**src/rtl/aose_pkg.sv**
```systemverilog
// Shared types, constants and helpers of the annealing offset swap engine.
package aose_pkg;

  localparam int unsigned CoordBits  = 6;
  localparam int unsigned CellBits   = 2 * CoordBits;
  localparam int unsigned CellCount  = 1 << CellBits;
  localparam int unsigned PixBits    = 8;
  localparam int unsigned OffBits    = 4;
  localparam int unsigned MaxOffset  = 6;
  localparam int unsigned EnergyBits = 20;
  localparam int unsigned CountBits  = 24;
  localparam int unsigned DeltaBits  = 10;
  localparam int unsigned ThrBits    = 10;
  localparam int unsigned StatusBits = 3;

  typedef enum logic [1:0] {
    MODE_LOAD    = 2'd0,
    MODE_PROPOSE = 2'd1,
    MODE_READ    = 2'd2,
    MODE_NONE    = 2'd3
  } mode_e;

  typedef enum logic [2:0] {
    ST_LOADED         = 3'd0,
    ST_NOT_APPLICABLE = 3'd1,
    ST_ACCEPTED       = 3'd2,
    ST_DECLINED       = 3'd3,
    ST_READOUT        = 3'd4
  } status_e;

  typedef enum logic [4:0] {
    OP_IDLE   = 5'd0,
    OP_CLEAR  = 5'd1,
    OP_LOAD   = 5'd2,
    OP_R_SRC  = 5'd3,
    OP_R_OFF  = 5'd4,
    OP_R_FIN  = 5'd5,
    OP_P_SRC1 = 5'd6,
    OP_P_OFF1 = 5'd7,
    OP_P_CHK1 = 5'd8,
    OP_P_OFF2 = 5'd9,
    OP_P_CHK2 = 5'd10,
    OP_P_RD3  = 5'd11,
    OP_P_RD4  = 5'd12,
    OP_P_EVAL = 5'd13,
    OP_P_DEC  = 5'd14,
    OP_P_WB2  = 5'd15,
    OP_DONE   = 5'd16
  } dp_op_e;

  typedef struct packed {
    dp_op_e op;
    logic   take;
    logic   push;
  } cmd_t;

  typedef struct packed {
    logic clear_last;
    logic ok1;
    logic ok2;
    logic accept;
    logic slot_free;
  } stat_t;

  // Toroidal add of a signed offset to a coordinate.
  function automatic logic [CoordBits-1:0] wrap_coord(input logic [CoordBits-1:0] s,
                                                       input logic [OffBits-1:0]   o);
    wrap_coord = s + {{(CoordBits-OffBits){o[OffBits-1]}}, o};
  endfunction

  function automatic logic [PixBits-1:0] abs_diff(input logic [PixBits-1:0] a,
                                                   input logic [PixBits-1:0] b);
    abs_diff = (a > b) ? (a - b) : (b - a);
  endfunction

endpackage

```
**src/rtl/aose_ctrl.sv**
```systemverilog
// Sequencing state machine of the annealing offset swap engine.
module aose_ctrl (
  input  logic                clk_i,
  input  logic                rst_ni,
  input  logic                in_valid_i,
  input  logic [1:0]          in_mode_i,
  output logic                in_ready_o,
  input  aose_pkg::stat_t     stat_i,
  output aose_pkg::cmd_t      cmd_o
);

  typedef enum logic [16:0] {
    S_CLEAR  = 17'b00000000000000001,
    S_IDLE   = 17'b00000000000000010,
    S_LOAD   = 17'b00000000000000100,
    S_R_SRC  = 17'b00000000000001000,
    S_R_OFF  = 17'b00000000000010000,
    S_R_FIN  = 17'b00000000000100000,
    S_P_SRC1 = 17'b00000000001000000,
    S_P_OFF1 = 17'b00000000010000000,
    S_P_CHK1 = 17'b00000000100000000,
    S_P_OFF2 = 17'b00000001000000000,
    S_P_CHK2 = 17'b00000010000000000,
    S_P_RD3  = 17'b00000100000000000,
    S_P_RD4  = 17'b00001000000000000,
    S_P_EVAL = 17'b00010000000000000,
    S_P_DEC  = 17'b00100000000000000,
    S_P_WB2  = 17'b01000000000000000,
    S_DONE   = 17'b10000000000000000
  } state_e;

  state_e state_q, state_d;
  logic   take;

  assign in_ready_o = (state_q == S_IDLE);
  assign take       = in_ready_o && in_valid_i;

  always_comb begin
    state_d = state_q;
    case (state_q)
      S_CLEAR:  if (stat_i.clear_last) state_d = S_IDLE;
      S_IDLE: begin
        if (take) begin
          case (aose_pkg::mode_e'(in_mode_i))
            aose_pkg::MODE_LOAD:    state_d = S_LOAD;
            aose_pkg::MODE_PROPOSE: state_d = S_P_SRC1;
            aose_pkg::MODE_READ:    state_d = S_R_SRC;
            default:                state_d = S_IDLE;
          endcase
        end
      end
      S_LOAD:   state_d = S_DONE;
      S_R_SRC:  state_d = S_R_OFF;
      S_R_OFF:  state_d = S_R_FIN;
      S_R_FIN:  state_d = S_DONE;
      S_P_SRC1: state_d = S_P_OFF1;
      S_P_OFF1: state_d = S_P_CHK1;
      S_P_CHK1: state_d = stat_i.ok1 ? S_P_OFF2 : S_DONE;
      S_P_OFF2: state_d = S_P_CHK2;
      S_P_CHK2: state_d = stat_i.ok2 ? S_P_RD3 : S_DONE;
      S_P_RD3:  state_d = S_P_RD4;
      S_P_RD4:  state_d = S_P_EVAL;
      S_P_EVAL: state_d = S_P_DEC;
      S_P_DEC:  state_d = stat_i.accept ? S_P_WB2 : S_DONE;
      S_P_WB2:  state_d = S_DONE;
      S_DONE:   if (stat_i.slot_free) state_d = S_IDLE;
      default:  state_d = S_CLEAR;
    endcase
  end

  always_comb begin
    cmd_o.take = take;
    cmd_o.push = (state_q == S_DONE) && stat_i.slot_free;
    case (state_q)
      S_CLEAR:  cmd_o.op = aose_pkg::OP_CLEAR;
      S_IDLE:   cmd_o.op = aose_pkg::OP_IDLE;
      S_LOAD:   cmd_o.op = aose_pkg::OP_LOAD;
      S_R_SRC:  cmd_o.op = aose_pkg::OP_R_SRC;
      S_R_OFF:  cmd_o.op = aose_pkg::OP_R_OFF;
      S_R_FIN:  cmd_o.op = aose_pkg::OP_R_FIN;
      S_P_SRC1: cmd_o.op = aose_pkg::OP_P_SRC1;
      S_P_OFF1: cmd_o.op = aose_pkg::OP_P_OFF1;
      S_P_CHK1: cmd_o.op = aose_pkg::OP_P_CHK1;
      S_P_OFF2: cmd_o.op = aose_pkg::OP_P_OFF2;
      S_P_CHK2: cmd_o.op = aose_pkg::OP_P_CHK2;
      S_P_RD3:  cmd_o.op = aose_pkg::OP_P_RD3;
      S_P_RD4:  cmd_o.op = aose_pkg::OP_P_RD4;
      S_P_EVAL: cmd_o.op = aose_pkg::OP_P_EVAL;
      S_P_DEC:  cmd_o.op = aose_pkg::OP_P_DEC;
      S_P_WB2:  cmd_o.op = aose_pkg::OP_P_WB2;
      S_DONE:   cmd_o.op = aose_pkg::OP_DONE;
      default:  cmd_o.op = aose_pkg::OP_IDLE;
    endcase
  end

  always_ff @(posedge clk_i or negedge rst_ni) begin
    if (!rst_ni) begin
      state_q <= S_CLEAR;
    end else begin
      state_q <= state_d;
    end
  end

  a_load_next: assert property (@(posedge clk_i) disable iff (!rst_ni)
    take && (in_mode_i == aose_pkg::MODE_LOAD) |=> state_q == S_LOAD)
    else $error("load request did not enter the load step");

  a_wb_after_accept: assert property (@(posedge clk_i) disable iff (!rst_ni)
    state_q == S_P_WB2 |-> $past(state_q == S_P_DEC && stat_i.accept))
    else $error("second write-back without an accepted swap");

  a_bound_gate: assert property (@(posedge clk_i) disable iff (!rst_ni)
    state_q == S_P_OFF2 |-> $past(stat_i.ok1))
    else $error("partner lookup after a failed offset bound");

endmodule

```
**config.mk**
```make
export PLATFORM = sky130hd
export DESIGN_NAME = aose_ctrl
export DESIGN_NICKNAME = d
export VERILOG_FILES = /design/src/rtl/aose_pkg.sv /design/src/rtl/aose_ctrl.sv
export SDC_FILE = /design/constraint.sdc
export NUM_CORES = 1
export LEC_CHECK = 0
export BUFFER_PORTS_ARGS = -buffer_cell sky130_fd_sc_hd__buf_2
export CAP_MARGIN = 20
export CORE_ASPECT_RATIO = 1.4
export CORE_MARGIN = 3
export CORE_UTILIZATION = 44
export DETAILED_ROUTE_END_ITERATION = 8
export GPL_ROUTABILITY_DRIVEN = 0
export HOLD_SLACK_MARGIN = 0.06
export PLACE_DENSITY = 0.73
export SLEW_MARGIN = 20
export SYNTH_ARGS = -nofsm -noshare
export SYNTH_HDL_FRONTEND = slang
export SYNTH_SLANG_ARGS = --single-unit
```
**constraint.sdc**
```tcl
create_clock -name clk_i -period 5.4 [get_ports clk_i]
set_clock_uncertainty 0.2 [all_clocks]
set_input_delay 1.08 -clock clk_i [delete_from_list [all_inputs] [get_ports clk_i]]
set_output_delay 1.08 -clock clk_i [all_outputs]
set_load 0.03 [all_outputs]
```
After elaboration in Yosys (flattened, before gate mapping)

Index checks and enable logic that the tools add are counted.

Bits in registers: 17
Output and inout bits: 8
Input bits: 10
Logic and storage cells: 37

Equal/unequal tests: 22
Multiplexer cells: 9
Reductions and logical operators: 5

Operators by type and width:

| cell                                                   | number |
|---|---|
| case mux 17 bit (15 select lines)                      | 1 |
| two-way mux 17 bit                                     | 6 |
| case mux 5 bit (16 select lines)                       | 1 |
| case mux 7 bit (3 select lines)                        | 1 |
| equality test 17 x 1 -> 1 bit (second input constant)  | 1 |
| equality test 17 x 10 -> 1 bit (second input constant) | 1 |
| equality test 17 x 11 -> 1 bit (second input constant) | 1 |
| equality test 17 x 12 -> 1 bit (second input constant) | 1 |
| equality test 17 x 13 -> 1 bit (second input constant) | 1 |
| equality test 17 x 14 -> 1 bit (second input constant) | 1 |
| equality test 17 x 15 -> 1 bit (second input constant) | 1 |
| equality test 17 x 16 -> 1 bit (second input constant) | 1 |
| equality test 17 bit (second input constant)           | 1 |
| equality test 17 x 2 -> 1 bit (second input constant)  | 1 |
| equality test 17 x 3 -> 1 bit (second input constant)  | 1 |
| equality test 17 x 4 -> 1 bit (second input constant)  | 1 |
| equality test 17 x 5 -> 1 bit (second input constant)  | 1 |
| equality test 17 x 6 -> 1 bit (second input constant)  | 1 |
| equality test 17 x 7 -> 1 bit (second input constant)  | 1 |
| equality test 17 x 8 -> 1 bit (second input constant)  | 1 |
| equality test 17 x 9 -> 1 bit (second input constant)  | 1 |
| != test 2 bit (second input constant)                  | 2 |
| AND reduction 3 bit                                    | 1 |
| OR reduction 3 bit                                     | 1 |
| 5 further kinds                                        | 6 |

Logic depth before layout (Yosys ltp)

Gate-level depths: netlist (run 1).

Depth after elaboration: 4
Gate-level depth with buffers: 6
Depth with buffers taken out: 5

Least setup slack after synthesis (run 1)

Ideal clock, no wire load.

Kind: flip-flop to output port
Start point: register state_q[9]
End point: output cmd_o[0] (netlist name)
Arrival time: 1.990 ns
Setup slack: 2.130 ns
Data required time: 4.120 ns
Cell stages (with the launch flop): 5
Path buffers: 0
Cell sequence: dfrtp_1 -> nor4_4 -> nand4_2 -> nor4b_4 -> and2_1

RTL lines:

| item                   | line             | text |
|---|---|---|
| from (decl)            | aose_ctrl.sv:32  | `state_e state_q, state_d;` |
| from (signal assigned) | aose_ctrl.sv:100 | `state_q <= state_d;` |
| to (decl)              | aose_ctrl.sv:9   | `output aose_pkg::cmd_t cmd_o` |

==> flow_summary.ini, run 1 <==
[critical_path]
crit_fanout = 6
path_class = flip-flop to primary output
crit_required_ns = 4.12
cp-end-kind = primary output
crit_chain = nor4_4 > nand4_1 > nor3_1 > and3b_1 > nand4bb_1 > buf_2
cp.arrival_ns = 2.49
crit_slowest_cell = dfrtp_1
critical_path.top_delay_family = simple AND/OR/NAND/NOR gates
start_kind = flip-flop
critPathMaxStageDelay_ns = 0.48
cp_num_buf_inv = 1

[logic_synthesis]
ys_types = 40
yosysSeqAreaShare_pct = 39.7
synth_edf_count = 0
syn_area_per_cell_um2 = 10.6
synth_ff_type = dfrtp_1
yosys_warnings = 0
syn_area_um2 = 1070
ys_ff_latch = 17
synthCells = 101
async_flop_share_pct = 100
synth_nets = 111

[floorplanning]
dieHeight_um = 64.5
placementRows = 20
dieArea_um2 = 3080
io_pins = 18
initial_utilization_pct = 47.7
core_area_um2 = 2250
fp.dieW_um = 47.8

[pwr]
finalPower_uw = 379
switching_share_pct = 40.2
leakagePower_uw = 0.000568
pwr-share-clk_pct = 17.9
p_seq_share_pct = 41.1
vdd.ir_drop.worst_mv = 0.288
p_sw_uw = 152
p_int_uw = 227
power_frac_comb_pct = 41.0
p_per_area_nw_per_um2 = 314

[sta]
setup_viol = 0
final_hold_viol_count = 0
relSlewSlack_pct = 65.6
final_max_slew_viol_count = 0
final.setup.tns_ns = 0
worst_hold_slack_ns = 0.390
post-route-period-util_pct = 69.8
worstMarginPinSlew_ns = 0.509
fin_crit_ns = 3.77
rsz0062_at_grt = no
fmax_mhz = 265

[clock_network]
clkSinkCount = 17
cts_setup_buffers = 0
post_cts_resize_count = 0
cts_hold_buf = 0
cts_tree = built
clkTransAtPathRegs_ns = 0.09
cts.path.max_buffers = 2
htree_levels = 1
numCtsBuffers = 3
clkLatencyLatePin_ns = 0.29
cts_root_buf = clkbuf_4

[global_routing]
gr-total-overflow = 0
grt_pass1_wl_um = 4180
grt_usage_pct = 18.5
antenna_found_initial = 0
grt_pass1_vias = 890
grt_max_degree = 18

[layout]
fin_nets = 132
fill_cells = 204
antenna_cells = 0
largest_registers = state_q x17
largest_reg_flops = 17
drive_gt1_share_pct = 26.4
syn2layout_area_growth_pct = 12.2
largest_register = state_q
post-route-util_pct = 53.6
stdcell_count = 143

[detailed_routing]
vias = 913
viasPerCell = 6.38
remaining_drc_errors = 0
routedWlPerCell_um = 17.0
antenna_left = 0
drtIter0Drc = 48
wirelength_um = 2440
drtPass1Iterations = 4

[place]
hpwl_um = 1860
port_buffers = 17
place_inst = 139

[min_path]
hold_path_class = flip-flop to flip-flop

[job]
cap_violations = 0

[status]
outcome = finished, final reports clean
==> placed cells by master, fill, tap and decap left out, types with 2 or more instances in the layout <==
master,instances
nor3_1,4
o21ai_0,3
nand4_1,3
nor3b_1,5
clkbuf_4,3
nor4b_1,3
and4bb_2,2
nand4bb_1,2
nand2_1,7
inv_1,5
nand3_1,2
nor2_1,7
nor4_1,2
and2_1,2
dfrtp_1,16
nor4_4,3
a211oi_1,3
buf_2,17
xnor2_1,2
and3_1,2
nor2b_1,5
nand2b_1,2
nor4b_4,2
==> cells by family (layout without fill, tap and decap cells) <==
kind of cell | after synthesis | after routing | synth area share [%]
xor+xnor | 3 | 3 | 2.45
flops | 17 | 17 | 39.7
compound gates | 13 | 13 | 8.85
buf+inv | 6 | 26 | 2.45
simple gates | 62 | 62 | 46.6
==> metrics by stage <==
| stage | setup WS (ns) | cell area (µm²) |
|---|---|---|
| after floorplan | 2.13 | 1070 |
| after global placement | 2.00 | 1180 |
| after detailed placement | 1.99 | 1180 |
| after CTS | 1.64 | 1210 |
| after global routing | 1.41 | 1210 |
| final | 1.63 | 1210 |
==> per-layer routing <==
layer | track usage [%] | part of all wire [%] | up-vias
met5 | 0 | 0 | -
met4 | 7.07 | 2.1 | 0
met3 | 2.78 | 5.0 | 6
met2 | 29.0 | 51 | 37
met1 | 24.7 | 42 | 438
li1 | - | - | 432
==> synth_stat cells, types with 2 or more instances <==
cell	count	area, µm²
dfrtp_1	16	400
nand2_1	7	26.3
nor2_1	7	26.3
inv_1	5	18.8
nor2b_1	5	31.3
nor3b_1	5	37.5
nor3_1	4	20.0
a211oi_1	3	22.5
nand4_1	3	18.8
nor4_4	3	63.8
nor4b_1	3	26.3
o21ai_0	3	15.0
and2_1	2	12.5
and3_1	2	12.5
and4bb_2	2	25.0
nand2b_1	2	12.5
nand3_1	2	10.0
nand4bb_1	2	22.5
nor4_1	2	12.5
nor4b_4	2	47.6
xnor2_1	2	17.5
==> final timing paths <==
| path | slack (ns) | from | endpoint | depth (start not counted) |
|---|---|---|---|---|
| worst max-delay path | 1.63 | state_q[12]$_DFFE_PN0P_ | cmd_o[2] | 6 |
| worst min-delay path | 0.39 | state_q[5]$_DFFE_PN0P_ | state_q[5]$_DFFE_PN0P_ | 1 |
| worst max register to register | 3.12 | state_q[12]$_DFFE_PN0P_ | state_q[6]$_DFFE_PN0P_ | 5 |
| worst min register to register | 0.39 | state_q[5]$_DFFE_PN0P_ | state_q[5]$_DFFE_PN0P_ | 1 |
| max in group asynchronous | 4.20 | rst_ni | state_q[0]$_DFFE_PN1P_ | 1 |
| min in group asynchronous | 0.49 | rst_ni | state_q[15]$_DFFE_PN0P_ | 1 |
==> power groups by stage <==
| stage | combinational (µW) | clock [µW] | sequential, µW |
|---|---|---|---|
| 5_1_grt | 172 | 72.6 | 157 |
| 3_3_place_gp | 151 | 0 | 156 |
| 6_report | 155 | 67.8 | 156 |
| 3_5_place_dp | 155 | 0 | 158 |
| 4_1_cts | 156 | 69.6 | 155 |
| 2_1_floorplan | 118 | 0 | 155 |
==> cell type report <==
cell class / instances / area [µm²] / area share [%]
Tap cell: 22 / 27.5 / 2.28
Sequential cell: 17 / 427 / 35.4
Multi-Input combinational cell: 78 / 622 / 51.6
Timing Repair Buffer: 17 / 85.1 / 7.05
Clock buffer: 4 / 26.3 / 2.18
Inverter: 5 / 18.8 / 1.56
Note: power is estimated with default switching activity, not from simulation.
==> inputs of run 2 (changes only) <==
==> constraint.sdc (replaced) <==
create_clock -name clk_i -period 3.8 [get_ports clk_i]
set_clock_uncertainty 0.2 [all_clocks]
set_input_delay 0.76 -clock clk_i [delete_from_list [all_inputs] [get_ports clk_i]]
set_output_delay 0.76 -clock clk_i [all_outputs]
set_load 0.03 [all_outputs]
==> flow_summary.ini, run 2 (same netlist as run 1, synthesis figures left out) <==
[status]
outcome = finished, final reports clean

[layout]
syn2layout_area_growth_pct = 12.2
antenna_cells = 0
fin_nets = 132
largest_registers = state_q x17
seqCellArea_um2 = 427
final_cell_mix = buf_2 (17), dfrtp_1 (16), nor2_1 (7), nand2_1 (7)
multi_input_area_um2 = 622
largest_reg_flops = 17
largest_register = state_q
mostFrequentLayoutCell = buf_2
drive_gt1_share_pct = 26.4
fill_cells = 204

[sta]
final_max_slew_viol_count = 0
final_hold_viol_count = 0
worstMarginPinSlew_ns = 0.480
fmax_mhz = 291
setup_viol = 0
fin_crit_ns = 3.44
worst_hold_slack_ns = 0.163
rsz0062_at_grt = no
post-route-period-util_pct = 90.5
relSlewSlack_pct = 67.5
worst_slack_ns = 0.362
final.setup.tns_ns = 0

[critical_path]
cp.arrival_ns = 2.48
rr_worst_depth = 5
cp-end-kind = primary output
crit_required_ns = 2.84
critPathMaxStageDelay_ns = 0.49
crit_fanout = 6
path_class = flip-flop to primary output
crit_chain = nor4_4 > nand4_1 > nor3_1 > and3b_1 > nand4bb_1 > buf_2
crit_slowest_cell = dfrtp_1
start_kind = flip-flop

[clock_network]
clkSinkCount = 17
cts_hold_buf = 0
cts_setup_buffers = 0
cts_root_buf = clkbuf_4
cts_tree = built
numCtsBuffers = 3
post_cts_resize_count = 0
clkTransAtPathRegs_ns = 0.10
clkLatencyLatePin_ns = 0.30
cts.path.max_buffers = 2
htree_levels = 1

[pwr]
p_per_area_nw_per_um2 = 447
vdd.ir_drop.worst_mv = 0.339
leakagePower_uw = 0.000568

[job]
cap_violations = 0

[global_routing]
grt_usage_pct = 17.7
antenna_found_initial = 0
gr-total-overflow = 0
grt_pass1_wl_um = 3950
grt_pass1_vias = 861
grt_max_degree = 18

[detailed_routing]
wirelength_um = 2350
routedWlPerCell_um = 16.4
antenna_left = 0
viasPerCell = 6.25
drtPass1Iterations = 4
drtIter0Drc = 30
remaining_drc_errors = 0
vias = 894

[floorplanning]
io_pins = 18
placementRows = 20
core_area_um2 = 2250
fp.dieW_um = 47.8
initial_utilization_pct = 47.7
dieArea_um2 = 3080
dieHeight_um = 64.5

[min_path]
hold_path_class = input pin to asynchronous set/reset pin

[place]
dp_slack_ns = 0.727
port_buffers = 17
hpwl_um = 1830
run 2: cell type report:
type	instances	area share, %
tap	22	2.28
clock buffer	4	2.18
sequential	17	35.4
inverter	5	1.56
timing repair buffer	17	7.05
multi-input combinational	78	51.6
run 2: worst max-delay path, delay by kind of cell, from the launching register on:
kind	cells	cell delay (ns)
and+or+nand+nor	5	1.48
DFF	1	0.49
buffers and inverters	1	0.20
run 2: layer usage:
metal / global-route usage (%) / routed length, µm
met1: 23.8 / 1030
met2: 27.6 / 1170
met3: 2.50 / 108
met4: 7.07 / 44
met5: 0 / 0
run 2: report_power, final:
| group | internal, µW | total (µW) | switching [µW] |
|---|---|---|---|
| Combinational | 83.2 | 218 | 134 |
| Sequential | 198 | 221 | 22.7 |
| Clock | 40.9 | 101 | 59.8 |
run 2: through the flow:
stage / utilization (%) / total power (µW) / instance area [µm²] / cells
after floorplan: - / 388 / 1070 / 101
after CTS: 53.6 / 540 / 1210 / 143
after global placement: 52.4 / 437 / 1180 / 139
after detailed placement: 52.4 / 442 / 1180 / 139
final: 53.6 / 539 / 1210 / 143
after global routing: 53.6 / 573 / 1210 / 143
run 2: path summary, 6_finish.rpt:
check	slack, ns	from	endpoint
max reg2reg	1.50	state_q[12]$_DFFE_PN0P_	state_q[0]$_DFFE_PN1P_
max	0.36	state_q[12]$_DFFE_PN0P_	cmd_o[2]
min in group clk_i	0.38	state_q[5]$_DFFE_PN0P_	state_q[5]$_DFFE_PN0P_
max in group asynchronous	2.93	rst_ni	state_q[0]$_DFFE_PN1P_
min reg2reg	0.38	state_q[5]$_DFFE_PN0P_	state_q[5]$_DFFE_PN0P_
min	0.16	rst_ni	state_q[1]$_DFFE_PN0P_
==> inputs of run 3 (changes only) <==
==> constraint.sdc (replaced) <==
create_clock -name clk_i -period 3.8 [get_ports clk_i]
set_clock_uncertainty 0.2 [all_clocks]
set_input_delay 0 -clock clk_i [delete_from_list [all_inputs] [get_ports clk_i]]
set_output_delay 0 -clock clk_i [all_outputs]
set_load 0.03 [all_outputs]
==> flow_summary.ini, run 3 (same netlist as run 1, synthesis figures left out) <==
[floorplanning]
fp.dieW_um = 47.8
dieHeight_um = 64.5
initial_utilization_pct = 47.7
io_pins = 18
core_area_um2 = 2250
dieArea_um2 = 3080
placementRows = 20

[status]
outcome = finished, final reports clean

[sta]
worst_hold_slack_ns = 0.242
final_hold_viol_count = 0
rsz0062_at_grt = no
fmax_mhz = 360
post-route-period-util_pct = 73.0
relSlewSlack_pct = 50.5
final.setup.tns_ns = 0
final_max_slew_viol_count = 0
fin_crit_ns = 2.78
worst_slack_ns = 1.02
worstMarginPinSlew_ns = 0.740
setup_viol = 0

[critical_path]
r2r_slack_ns = 1.02
rr_worst_depth = 6
reg2reg_to = state_q[3]$_DFFE_PN0P_
start_kind = flip-flop
cp-end-kind = flip-flop
cp.arrival_ns = 2.83
crit_required_ns = 3.85
path_class = flip-flop to flip-flop
crit_fanout = 6
worstReg2RegStart = state_q[12]$_DFFE_PN0P_

[pwr]
p_per_area_nw_per_um2 = 418
vdd.ir_drop.worst_mv = 0.313
leakagePower_uw = 0.000636

[detailed_routing]
drtIter0Drc = 26
remaining_drc_errors = 0
antenna_left = 0
viasPerCell = 6.19
wirelength_um = 2640
drtPass1Iterations = 4
vias = 972
routedWlPerCell_um = 16.8

[clock_network]
clkTransAtPathRegs_ns = 0.11
cts_root_buf = clkbuf_4
numCtsBuffers = 3
clkSinkCount = 17
clkLatencyLatePin_ns = 0.31
cts_tree = built
cts.path.max_buffers = 2
htree_levels = 1
cts_setup_buffers = 0

[layout]
multi_input_area_um2 = 622
largest_registers = state_q x17
fill_cells = 186
fin_nets = 146
seqCellArea_um2 = 427
antenna_cells = 0
stdcell_count = 157
largest_register = state_q
mostFrequentLayoutCell = buf_2
syn2layout_area_growth_pct = 25.4
drive_gt1_share_pct = 24.4
largest_reg_flops = 17
final_cell_mix = buf_2 (17), dfrtp_1 (16), dlygate4sd3_1 (14)
post-route-util_pct = 59.8

[global_routing]
antenna_found_initial = 0
grt_pass1_vias = 938
grt_max_degree = 17
gr-total-overflow = 0
grt_pass1_wl_um = 4220
grt_usage_pct = 18.8

[min_path]
min_from = in_mode_i[1]
hold_depth = 3
hold_path_end = state_q[6]$_DFFE_PN0P_
hold_path_class = input pin to flip-flop

[place]
place_inst = 139
port_buffers = 17
hpwl_um = 1870
dp_slack_ns = 1.44

[job]
cap_violations = 0
run 3: changes by cell type in the layout (fill, tap and decap cells not counted), sizes merged:
cell,change
clkinv,+1
clkbuf,-1
dlygate4sd3,+14
run 3: routing by layer:
layer  track usage (%)  wire length (µm)  vias to the layer above
li1                  -                 -                      460
met1              22.0              1100                      465
met2              32.5              1340                       41
met3              3.33               146                        6
met4              6.40                51                        0
met5                 0                 0                        -
run 3: worst max-delay path by stage:
stage	slack (ns)	depth (start not counted)	endpoint	start
4_1_cts	1.04	6	state_q[3]$_DFFE_PN0P_	state_q[12]$_DFFE_PN0P_
6_report	1.02	6	state_q[3]$_DFFE_PN0P_	state_q[12]$_DFFE_PN0P_
3_5_place_dp	1.44	6	cmd_o[2]	state_q[12]$_DFFE_PN0P_
2_1_floorplan	1.53	5	state_q[0]$_DFFE_PN1P_	state_q[9]$_DFFE_PN0P_
3_3_place_gp	1.44	6	cmd_o[2]	state_q[12]$_DFFE_PN0P_
5_1_grt	0.86	6	state_q[3]$_DFFE_PN0P_	state_q[12]$_DFFE_PN0P_
run 3: per-stage QoR:
stage,cell area (µm²),total power (µW)
2_1_floorplan,1070,388
3_3_place_gp,1180,436
3_5_place_dp,1180,440
4_1_cts,1350,558
5_1_grt,1350,591
6_report,1350,564
run 3: timing repair:
item,CTS,global route
hold buffers,14,0
gates resized for setup,0,0
endpoints found under the hold margin,26,0
run 3: area by class of cell:
class	instances	area share (%)
Multi-Input combinational cell	78	46.1
Sequential cell	17	31.7
Timing Repair Buffer	31	16.7
Tap cell	22	2.04
Clock buffer	3	1.67
Inverter	5	1.39
Clock inverter	1	0.371
run 3: report_power, final:
part	switching [µW]	total [µW]	internal, µW
sequential	23.3	221	198
combinational	138	237	98.4
clock	66.4	106	39.4
run 3: critical path, stage by stage, from the launching register on:
cell and delay, ns:
dfrtp_1 0.49, nor4_4 0.47, nand4_1 0.26, and4bb_2 0.41
nand2_1 0.13, nor3b_1 0.19, dlygate4sd3_1 0.56
